$ cat src/hw/rtl/sbk_pkg.sv
// shared types and constants for the colour-key sprite blitter
// used by every module of the blitter; depends on nothing

package sbk_pkg;

    localparam int SBK_SCREEN_WIDTH  = 320;
    localparam int SBK_SCREEN_HEIGHT = 200;

    localparam int SBK_CFG_IDX_W  = 3;
    localparam int SBK_CFG_DATA_W = 9;
    localparam int SBK_ADDR_OUT_W = 16;

    // register indexes on the configuration port
    localparam logic [SBK_CFG_IDX_W-1:0] SBK_REG_DEST_X       = 3'd0;
    localparam logic [SBK_CFG_IDX_W-1:0] SBK_REG_DEST_Y       = 3'd1;
    localparam logic [SBK_CFG_IDX_W-1:0] SBK_REG_SPRITE_WIDTH = 3'd2;
    localparam logic [SBK_CFG_IDX_W-1:0] SBK_REG_CLIP_X_START = 3'd3;
    localparam logic [SBK_CFG_IDX_W-1:0] SBK_REG_CLIP_X_STOP  = 3'd4;
    localparam logic [SBK_CFG_IDX_W-1:0] SBK_REG_CLIP_Y_START = 3'd5;
    localparam logic [SBK_CFG_IDX_W-1:0] SBK_REG_CLIP_Y_STOP  = 3'd6;
    localparam logic [SBK_CFG_IDX_W-1:0] SBK_REG_TRANSP_EN    = 3'd7;

    typedef struct packed {
        logic [8:0] dest_x;
        logic [7:0] dest_y;
        logic [8:0] sprite_width;
        logic [8:0] clip_x_start;
        logic [8:0] clip_x_stop;
        logic [7:0] clip_y_start;
        logic [7:0] clip_y_stop;
        logic       transparent_enable;
    } t_sbk_cfg;

    // one classified pixel on its way from the front to the back
    typedef struct packed {
        logic [9:0] sx;
        logic [8:0] sy;
        logic [7:0] pix;
        logic       last;
        logic       draw;
    } t_sbk_item;

    typedef struct packed {
        logic full;
        logic empty;
    } t_sbk_qstat;

endpackage

$ cat src/hw/rtl/sbk_front.sv
// front part: sprite column and row counters, screen position, clip and colour-key test
// depends on sbk_pkg

module sbk_front
    import sbk_pkg::*;
(
    input  logic        i_clk,
    input  logic        i_rst_n,
    input  t_sbk_cfg    i_cfg,
    input  logic        i_accept,
    input  logic [7:0]  i_pixel_value,
    input  logic        i_last_pixel,
    output t_sbk_item   o_item
);

    logic [8:0] r_col;
    logic [7:0] r_row;
    logic [8:0] n_col;
    logic [7:0] n_row;
    logic [9:0] col_inc;
    logic       in_clip;
    logic       opaque;

    always_comb begin
        o_item.sx   = {1'b0, i_cfg.dest_x} + {1'b0, r_col};
        o_item.sy   = {1'b0, i_cfg.dest_y} + {1'b0, r_row};
        o_item.pix  = i_pixel_value;
        o_item.last = i_last_pixel;
        in_clip = (o_item.sx >= {1'b0, i_cfg.clip_x_start})
               && (o_item.sx <= {1'b0, i_cfg.clip_x_stop})
               && (o_item.sy >= {1'b0, i_cfg.clip_y_start})
               && (o_item.sy <= {1'b0, i_cfg.clip_y_stop});
        opaque = !(i_cfg.transparent_enable && (i_pixel_value == 8'd0));
        o_item.draw = in_clip && opaque;
    end

    // advance after every pixel, back to the origin after the last one
    always_comb begin
        col_inc = {1'b0, r_col} + 10'd1;
        n_col   = r_col;
        n_row   = r_row;
        if (i_accept) begin
            if (i_last_pixel) begin
                n_col = '0;
                n_row = '0;
            end else if (col_inc >= {1'b0, i_cfg.sprite_width}) begin
                n_col = '0;
                n_row = r_row + 8'd1;
            end else begin
                n_col = col_inc[8:0];
            end
        end
    end

    always_ff @(posedge i_clk) begin
        if (!i_rst_n) begin
            r_col <= '0;
            r_row <= '0;
        end else begin
            r_col <= n_col;
            r_row <= n_row;
        end
    end

endmodule

$ cat src/hw/rtl/sbk_queue.sv
// two-entry queue of classified pixels between the front and the back
// depends on sbk_pkg

module sbk_queue
    import sbk_pkg::*;
(
    input  logic       i_clk,
    input  logic       i_rst_n,
    input  logic       i_push,
    input  t_sbk_item  i_item,
    input  logic       i_pop,
    output t_sbk_item  o_item,
    output t_sbk_qstat o_stat
);

    t_sbk_item  r_mem [2];
    logic       r_wr_ptr;
    logic       r_rd_ptr;
    logic [1:0] r_count;

    assign o_item       = r_mem[r_rd_ptr];
    assign o_stat.full  = (r_count == 2'd2);
    assign o_stat.empty = (r_count == 2'd0);

    always_ff @(posedge i_clk) begin
        if (i_push) begin
            r_mem[r_wr_ptr] <= i_item;
        end
    end

    always_ff @(posedge i_clk) begin
        if (!i_rst_n) begin
            r_wr_ptr <= 1'b0;
            r_rd_ptr <= 1'b0;
            r_count  <= 2'd0;
        end else begin
            if (i_push) begin
                r_wr_ptr <= !r_wr_ptr;
            end
            if (i_pop) begin
                r_rd_ptr <= !r_rd_ptr;
            end
            unique case ({i_push, i_pop})
                2'b10:   r_count <= r_count + 2'd1;
                2'b01:   r_count <= r_count - 2'd1;
                default: r_count <= r_count;
            endcase
        end
    end

endmodule

$ cat src/hw/rtl/sbk_back.sv
// back part: framebuffer address, frame bound test and output register
// depends on sbk_pkg

module sbk_back
    import sbk_pkg::*;
#(
    parameter int SCREEN_WIDTH  = SBK_SCREEN_WIDTH,
    parameter int SCREEN_HEIGHT = SBK_SCREEN_HEIGHT
) (
    input  logic        i_clk,
    input  logic        i_rst_n,
    input  t_sbk_item   i_item,
    input  t_sbk_qstat  i_qstat,
    output logic        o_pop,
    output logic        o_valid,
    input  logic        i_ready,
    output logic [15:0] o_write_address,
    output logic [7:0]  o_write_data,
    output logic        o_write_enable,
    output logic        o_sprite_done
);

    localparam int MaxSum  = 511 * SCREEN_WIDTH + 1023;
    localparam int Frame   = SCREEN_WIDTH * SCREEN_HEIGHT;
    localparam int SumW    = $clog2(MaxSum + 1);
    localparam int FrameW  = $clog2(Frame + 1);
    localparam int CalcW0  = (SumW > FrameW) ? SumW : FrameW;
    localparam int CalcW   = (CalcW0 > SBK_ADDR_OUT_W) ? CalcW0 : SBK_ADDR_OUT_W;

    logic [CalcW-1:0] addr;
    logic             in_frame;
    logic             load;

    logic        r_valid;
    logic [15:0] r_addr;
    logic [7:0]  r_data;
    logic        r_we;
    logic        r_done;

    // constant-width multiply by the screen width, then one add
    always_comb begin
        addr = CalcW'(i_item.sy) * CalcW'(SCREEN_WIDTH) + CalcW'(i_item.sx);
        in_frame = (addr < CalcW'(Frame));
    end

    assign load  = !r_valid || i_ready;
    assign o_pop = load && !i_qstat.empty;

    always_ff @(posedge i_clk) begin
        if (!i_rst_n) begin
            r_valid <= 1'b0;
        end else if (load) begin
            r_valid <= !i_qstat.empty;
        end
    end

    always_ff @(posedge i_clk) begin
        if (o_pop) begin
            r_addr <= addr[15:0];
            r_data <= i_item.pix;
            r_we   <= i_item.draw && in_frame;
            r_done <= i_item.last;
        end
    end

    assign o_valid         = r_valid;
    assign o_write_address = r_addr;
    assign o_write_data    = r_data;
    assign o_write_enable  = r_we;
    assign o_sprite_done   = r_done;

endmodule

$ cat src/hw/rtl/sprite_blit_color_key_clip_core.sv
// colour-key sprite blitter with inclusive clip rectangle, top level
// path: an accepted pixel goes into the queue, then into the output register when it can load
// throughput: one pixel per clock while the queue has room; once a held output has
// filled the queue, input reopens in the cycle after the output moves
// reset (synchronous, active low) empties the queue and output, zeroes the
// counters and loads the register defaults (full-screen clip, transparency on)

module sprite_blit_color_key_clip_core
    import sbk_pkg::*;
#(
    parameter int SCREEN_WIDTH  = SBK_SCREEN_WIDTH,
    parameter int SCREEN_HEIGHT = SBK_SCREEN_HEIGHT
) (
    input  logic                      i_clk,
    input  logic                      i_rst_n,
    // configuration write channel
    input  logic                      i_cfg_valid,
    output logic                      o_cfg_ready,
    input  logic [SBK_CFG_IDX_W-1:0]  i_cfg_index,
    input  logic [SBK_CFG_DATA_W-1:0] i_cfg_data,
    // sprite pixel channel
    input  logic                      i_in_valid,
    output logic                      o_in_ready,
    input  logic [7:0]                i_pixel_value,
    input  logic                      i_last_pixel,
    // framebuffer write channel
    output logic                      o_out_valid,
    input  logic                      i_out_ready,
    output logic [15:0]               o_write_address,
    output logic [7:0]                o_write_data,
    output logic                      o_write_enable,
    output logic                      o_sprite_done
);

    t_sbk_cfg   r_cfg;
    t_sbk_item  front_item;
    t_sbk_item  queue_item;
    t_sbk_qstat qstat;
    logic       in_accept;
    logic       pop;

    // register file: always ready, writes land at once
    assign o_cfg_ready = 1'b1;

    always_ff @(posedge i_clk) begin
        if (!i_rst_n) begin
            r_cfg.dest_x             <= 9'd0;
            r_cfg.dest_y             <= 8'd0;
            r_cfg.sprite_width       <= 9'd1;
            r_cfg.clip_x_start       <= 9'd0;
            r_cfg.clip_x_stop        <= 9'd319;
            r_cfg.clip_y_start       <= 8'd0;
            r_cfg.clip_y_stop        <= 8'd199;
            r_cfg.transparent_enable <= 1'b1;
        end else if (i_cfg_valid && o_cfg_ready) begin
            unique case (i_cfg_index)
                SBK_REG_DEST_X:       r_cfg.dest_x       <= i_cfg_data[8:0];
                SBK_REG_DEST_Y:       r_cfg.dest_y       <= i_cfg_data[7:0];
                SBK_REG_SPRITE_WIDTH: r_cfg.sprite_width <= i_cfg_data[8:0];
                SBK_REG_CLIP_X_START: r_cfg.clip_x_start <= i_cfg_data[8:0];
                SBK_REG_CLIP_X_STOP:  r_cfg.clip_x_stop  <= i_cfg_data[8:0];
                SBK_REG_CLIP_Y_START: r_cfg.clip_y_start <= i_cfg_data[7:0];
                SBK_REG_CLIP_Y_STOP:  r_cfg.clip_y_stop  <= i_cfg_data[7:0];
                SBK_REG_TRANSP_EN:    r_cfg.transparent_enable <= i_cfg_data[0];
                default: ;
            endcase
        end
    end

    // front takes a pixel whenever the queue has room
    assign o_in_ready = !qstat.full;
    assign in_accept  = i_in_valid && o_in_ready;

    sbk_front u_front (
        .i_clk         (i_clk),
        .i_rst_n       (i_rst_n),
        .i_cfg         (r_cfg),
        .i_accept      (in_accept),
        .i_pixel_value (i_pixel_value),
        .i_last_pixel  (i_last_pixel),
        .o_item        (front_item)
    );

    // decouples the counters from output back-pressure
    sbk_queue u_queue (
        .i_clk   (i_clk),
        .i_rst_n (i_rst_n),
        .i_push  (in_accept),
        .i_item  (front_item),
        .i_pop   (pop),
        .o_item  (queue_item),
        .o_stat  (qstat)
    );

    // address arithmetic and the registered output word
    sbk_back #(
        .SCREEN_WIDTH  (SCREEN_WIDTH),
        .SCREEN_HEIGHT (SCREEN_HEIGHT)
    ) u_back (
        .i_clk           (i_clk),
        .i_rst_n         (i_rst_n),
        .i_item          (queue_item),
        .i_qstat         (qstat),
        .o_pop           (pop),
        .o_valid         (o_out_valid),
        .i_ready         (i_out_ready),
        .o_write_address (o_write_address),
        .o_write_data    (o_write_data),
        .o_write_enable  (o_write_enable),
        .o_sprite_done   (o_sprite_done)
    );

    // an output word only appears after the queue held something
    a_out_from_queue: assert property (@(posedge i_clk) disable iff (!i_rst_n)
        $rose(o_out_valid) |-> $past(!qstat.empty))
        else $error("output word appeared without a queued pixel");

    // a word taken with the queue empty leaves the output empty
    a_drain: assert property (@(posedge i_clk) disable iff (!i_rst_n)
        (o_out_valid && i_out_ready && qstat.empty) |=> !o_out_valid)
        else $error("output word repeated after draining");

    // a pixel pushed without a pop leaves the queue non-empty
    a_push_kept: assert property (@(posedge i_clk) disable iff (!i_rst_n)
        (in_accept && !pop) |=> !qstat.empty)
        else $error("accepted pixel lost from the queue");

endmodule

$ cat config.mk
export PLATFORM = sky130hd
export DESIGN_NAME = sprite_blit_color_key_clip_core
export DESIGN_NICKNAME = d
export VERILOG_FILES = /design/src/hw/rtl/sbk_pkg.sv /design/src/hw/rtl/sbk_front.sv /design/src/hw/rtl/sbk_queue.sv /design/src/hw/rtl/sbk_back.sv /design/src/hw/rtl/sprite_blit_color_key_clip_core.sv
export SDC_FILE = /design/constraint.sdc
export NUM_CORES = 1
export LEC_CHECK = 0
export CAP_MARGIN = 20
export CORE_MARGIN = 3
export CORE_UTILIZATION = 60
export DETAILED_ROUTE_END_ITERATION = 6
export DONT_BUFFER_PORTS = 1
export PLACE_DENSITY_LB_ADDON = 0.12
export SETUP_SLACK_MARGIN = 0.05
export SLEW_MARGIN = 40
export SYNTH_ARGS = -nofsm -noshare
export SYNTH_HDL_FRONTEND = slang
export SYNTH_SLANG_ARGS = --single-unit
$ cat constraint.sdc
create_clock -name i_clk -period 10.2 [get_ports i_clk]
set_clock_uncertainty 0.05 [all_clocks]
set_input_delay 1.02 -clock i_clk [delete_from_list [all_inputs] [get_ports i_clk]]
set_output_delay 1.02 -clock i_clk [all_outputs]
set_load 0.02 [all_outputs]
==> results.json <==
{
  "status": "finished, final reports clean",
  "post-synth-top-area-cell": "sky130_fd_sc_hd__edfxtp_1",
  "dr.first_iter.drc_count": 354,
  "initial_antenna_violation_count": 0,
  "grt_pass1_wl_um": 28000,
  "vdd_drop_max_uv": 134,
  "clockBufferDepth": 2,
  "min-delay-path-class": "flop to flop",
  "post_synthesis_net_count": 935,
  "total_number_of_vias": 5815,
  "grt_overflow_total": 0,
  "clock_root_buffer": "sky130_fd_sc_hd__clkbuf_16",
  "detail_route.drc_violations": 0,
  "grt_setup_unrepaired": "no",
  "die_x_um": 126,
  "yosys_register_bits": 168,
  "report.final.setup_viol": 0,
  "accumulated_negative_setup_slack_ns": 0,
  "share_of_post_route_cells_with_drive_strength_above_1_pct": 6.90,
  "synth-edff-count": 84,
  "clkSlewWorstSetupHoldPaths_ns": 0.07,
  "top_level_ports": 55,
  "cp.required_ns": 10.41,
  "die_area_um2": 15900,
  "power-per-cell-area_nw_per_um2": 223,
  "numClockSinks": 168,
  "postCtsSetupRepairBufs": 0,
  "avgSynthCellArea_um2": 10.5,
  "num_rows": 43,
  "clock_tree.htree_level_count": 4,
  "synth.top_cells.by_area": "sky130_fd_sc_hd__edfxtp_1 (29%), sky130_fd_sc_hd__dfxtp_1 (19%), sky130_fd_sc_hd__ha_1 (12%)",
  "path_max_fanout": 5,
  "core_area_um2": 14000,
  "synth-main-ff-cell": "sky130_fd_sc_hd__edfxtp_1",
  "ctsHoldBuffers": 0,
  "grt_start_max_net_pins": 72,
  "final_period_minus_worst_setup_slack_ns": 3.74,
  "finalNetCount": 938,
  "layout-area-overhead-vs-synth_pct": 9.12,
  "via_count_of_the_first_global_routing_pass": 5770,
  "clock.fmax_ghz": 0.267,
  "signal_arrival_time_at_the_worst_endpoint_ns": 3.95,
  "wl_um": 16900,
  "hold_viol_final": 0,
  "ant_nets": 0,
  "worstSetupPathType": "flop to flop",
  "crit_family": "adder cells",
  "max_cap_violations": 0,
  "finalHoldWorstSlack_ns": 0.403,
  "die_y_um": 126,
  "tightest_slew_ns": 0.751,
  "critPathBufInv": 1,
  "place.detailed.hpwl_um": 12300,
  "synth_cells": 824,
  "diodes": 0,
  "maxSlewViolCount": 0,
  "start_kind": "flop",
  "gp_congestion": 0.815,
  "max-slew-margin-rel_pct": 49.7,
  "cpMaxStageDelayCell": "sky130_fd_sc_hd__dfxtp_1",
  "wl_per_cell_um": 16.5,
  "grt_usage_pct": 22.0,
  "vias_per_cell": 5.70,
  "cp_slowest_stage_delay_ns": 0.43,
  "cts_resized": 0,
  "cts-buffers-inserted": 17,
  "drt_pass1_iterations": 5,
  "buffer_ports.inserted": 0,
  "worstSetupEndpointType": "flop",
  "timing.critical_path.cells": "ha_1 -> inv_1 -> fa_1 -> nor2b_1 -> o21ai_1 -> a21boi_1 -> o21ai_1 -> a21oi_1 -> nor2_1 -> xnor2_1 -> ha_1 -> a21oi_1 -> nor4bb_1 -> o221ai_1 -> nor3_1",
  "synth.cell_area_um2": 8630,
  "yosys_warnings": 0,
  "synth_async_sr_flop_share_pct": 0,
  "cts_tree": "done",
  "insertion_delay_ns": 0.43,
  "p_leak_nw": 3.69,
  "synth_cell_type_count": 58,
  "netlist.area_leader.share_pct": 29.2,
  "timing.final.crit_share_pct": 36.7,
  "initial_core_util_pct": 61.7,
  "synth_sequential_area_ratio_pct": 48.7
}
==> report_power, final <==
group | internal (W) | switching (W) | total [W]
Combinational | 0.000215 | 0.000294 | 0.000509
Clock | 0.000330 | 0.000299 | 0.000629
Sequential | 0.000856 | 0.000104 | 0.000960
==> cells in the final DEF (no fill, tap or decap), types with 16 or more instances in the layout <==
cell,netlist,routed
sky130_fd_sc_hd__nand2_1,122,122
sky130_fd_sc_hd__dfxtp_1,84,84
sky130_fd_sc_hd__edfxtp_1,84,84
sky130_fd_sc_hd__ha_1,81,81
sky130_fd_sc_hd__inv_1,62,62
sky130_fd_sc_hd__nor2_1,48,45
sky130_fd_sc_hd__a21boi_1,42,42
sky130_fd_sc_hd__xnor2_1,31,31
sky130_fd_sc_hd__a21oi_1,24,24
sky130_fd_sc_hd__nor2b_1,21,21
sky130_fd_sc_hd__mux2_1,18,18
sky130_fd_sc_hd__clkbuf_16,0,17
sky130_fd_sc_hd__nand3_1,16,16
==> stage by stage <==
step	instance area, um^2	power (W)	util, %	instances	worst slack [ns]
after global placement	8810	0.00146	63.0	988	6.65
after global routing	9410	0.00221	67.3	1020	6.19
after CTS	9410	0.00212	67.3	1020	6.49
final	9410	0.00210	67.3	1020	6.46
after detailed placement	8820	0.00149	63.0	988	6.52
after floorplan	8630	0.00137	-	824	6.35
==> cell families (layout without fill, tap and decap cells) <==
group	after synthesis	in the layout	synth area share (%)
buffers and inverters	85	101	3.76
muxes	40	40	5.02
xor gates and xnor gates	43	43	4.37
and+or+nand+nor	262	262	14.1
AOI/OAI and AO/OA	140	140	11.4
adders and majority gates	85	85	12.7
other	1	1	0.0435
DFF	168	168	48.7
==> registers in the layout, summed over array words and instances, names as in the netlist, named ones only <==
| name | flops |
|---|---|
| u_queue.r_rd_ptr | 1 |
| u_back.o_write_enable | 1 |
| u_back.o_write_data | 8 |
| u_queue.r_count | 2 |
| u_back.o_valid | 1 |
| u_back.o_write_address | 16 |
| u_queue.r_mem | 58 |
| u_front.r_col | 9 |
| u_back.o_sprite_done | 1 |
| u_queue.r_wr_ptr | 1 |
| r_cfg | 61 |
| u_front.r_row | 8 |
==> worst min-delay path: stages, from the launching register on <==
cell and delay [ns]:
sky130_fd_sc_hd__dfxtp_1 0.31, sky130_fd_sc_hd__nand2_1 0.05, sky130_fd_sc_hd__a21boi_1 0.05
==> Yosys cell counts, types with 7 or more instances <==
library cell               count
sky130_fd_sc_hd__clkbuf_1     20
sky130_fd_sc_hd__nor3_1       10
sky130_fd_sc_hd__xnor2_1      31
sky130_fd_sc_hd__ha_1         81
sky130_fd_sc_hd__edfxtp_1     84
sky130_fd_sc_hd__mux2i_1      14
sky130_fd_sc_hd__nand2_1     122
sky130_fd_sc_hd__nand3_1      16
sky130_fd_sc_hd__and2_1        7
sky130_fd_sc_hd__o21ai_1       8
sky130_fd_sc_hd__o211ai_1     12
sky130_fd_sc_hd__o21a_1        9
sky130_fd_sc_hd__nor2_1       48
sky130_fd_sc_hd__nor2b_1      21
sky130_fd_sc_hd__inv_1        62
sky130_fd_sc_hd__o21ai_0       9
sky130_fd_sc_hd__xor2_1       12
sky130_fd_sc_hd__dfxtp_1      84
sky130_fd_sc_hd__a21oi_1      24
sky130_fd_sc_hd__a21o_1        7
sky130_fd_sc_hd__mux2_2        8
sky130_fd_sc_hd__nand2b_1     10
sky130_fd_sc_hd__and3_1        8
sky130_fd_sc_hd__mux2_1       18
sky130_fd_sc_hd__a21boi_1     42
==> final timing paths <==
kind | start | to | slack [ns] | cells after the start
min reg2reg | r_cfg[43] | r_cfg[43] | 0.40 | 2
min | r_cfg[43] | r_cfg[43] | 0.40 | 2
max reg2reg | u_front.r_col[0] | u_queue.r_mem[1][0] | 6.46 | 15
max | u_front.r_col[0] | u_queue.r_mem[1][0] | 6.46 | 15
==> routing by layer <==
layer	part of all wire [%]	track usage, %	wire length, um
met1	44	27.6	7480
met2	48	36.4	8040
met3	5.9	6.36	999
met4	2.1	8.39	355
met5	0	0	0
==> cell type report <==
class,count,area (um^2)
clock buffers,17,425
clock inverters,15,169
fillers,1078,4570
inverters,64,241
multi-input cells,571,4110
flip-flops and latches,168,4200
well taps,180,225
repair buffers,5,37.5
No activity file was read; power rests on OpenSTA's default activity.
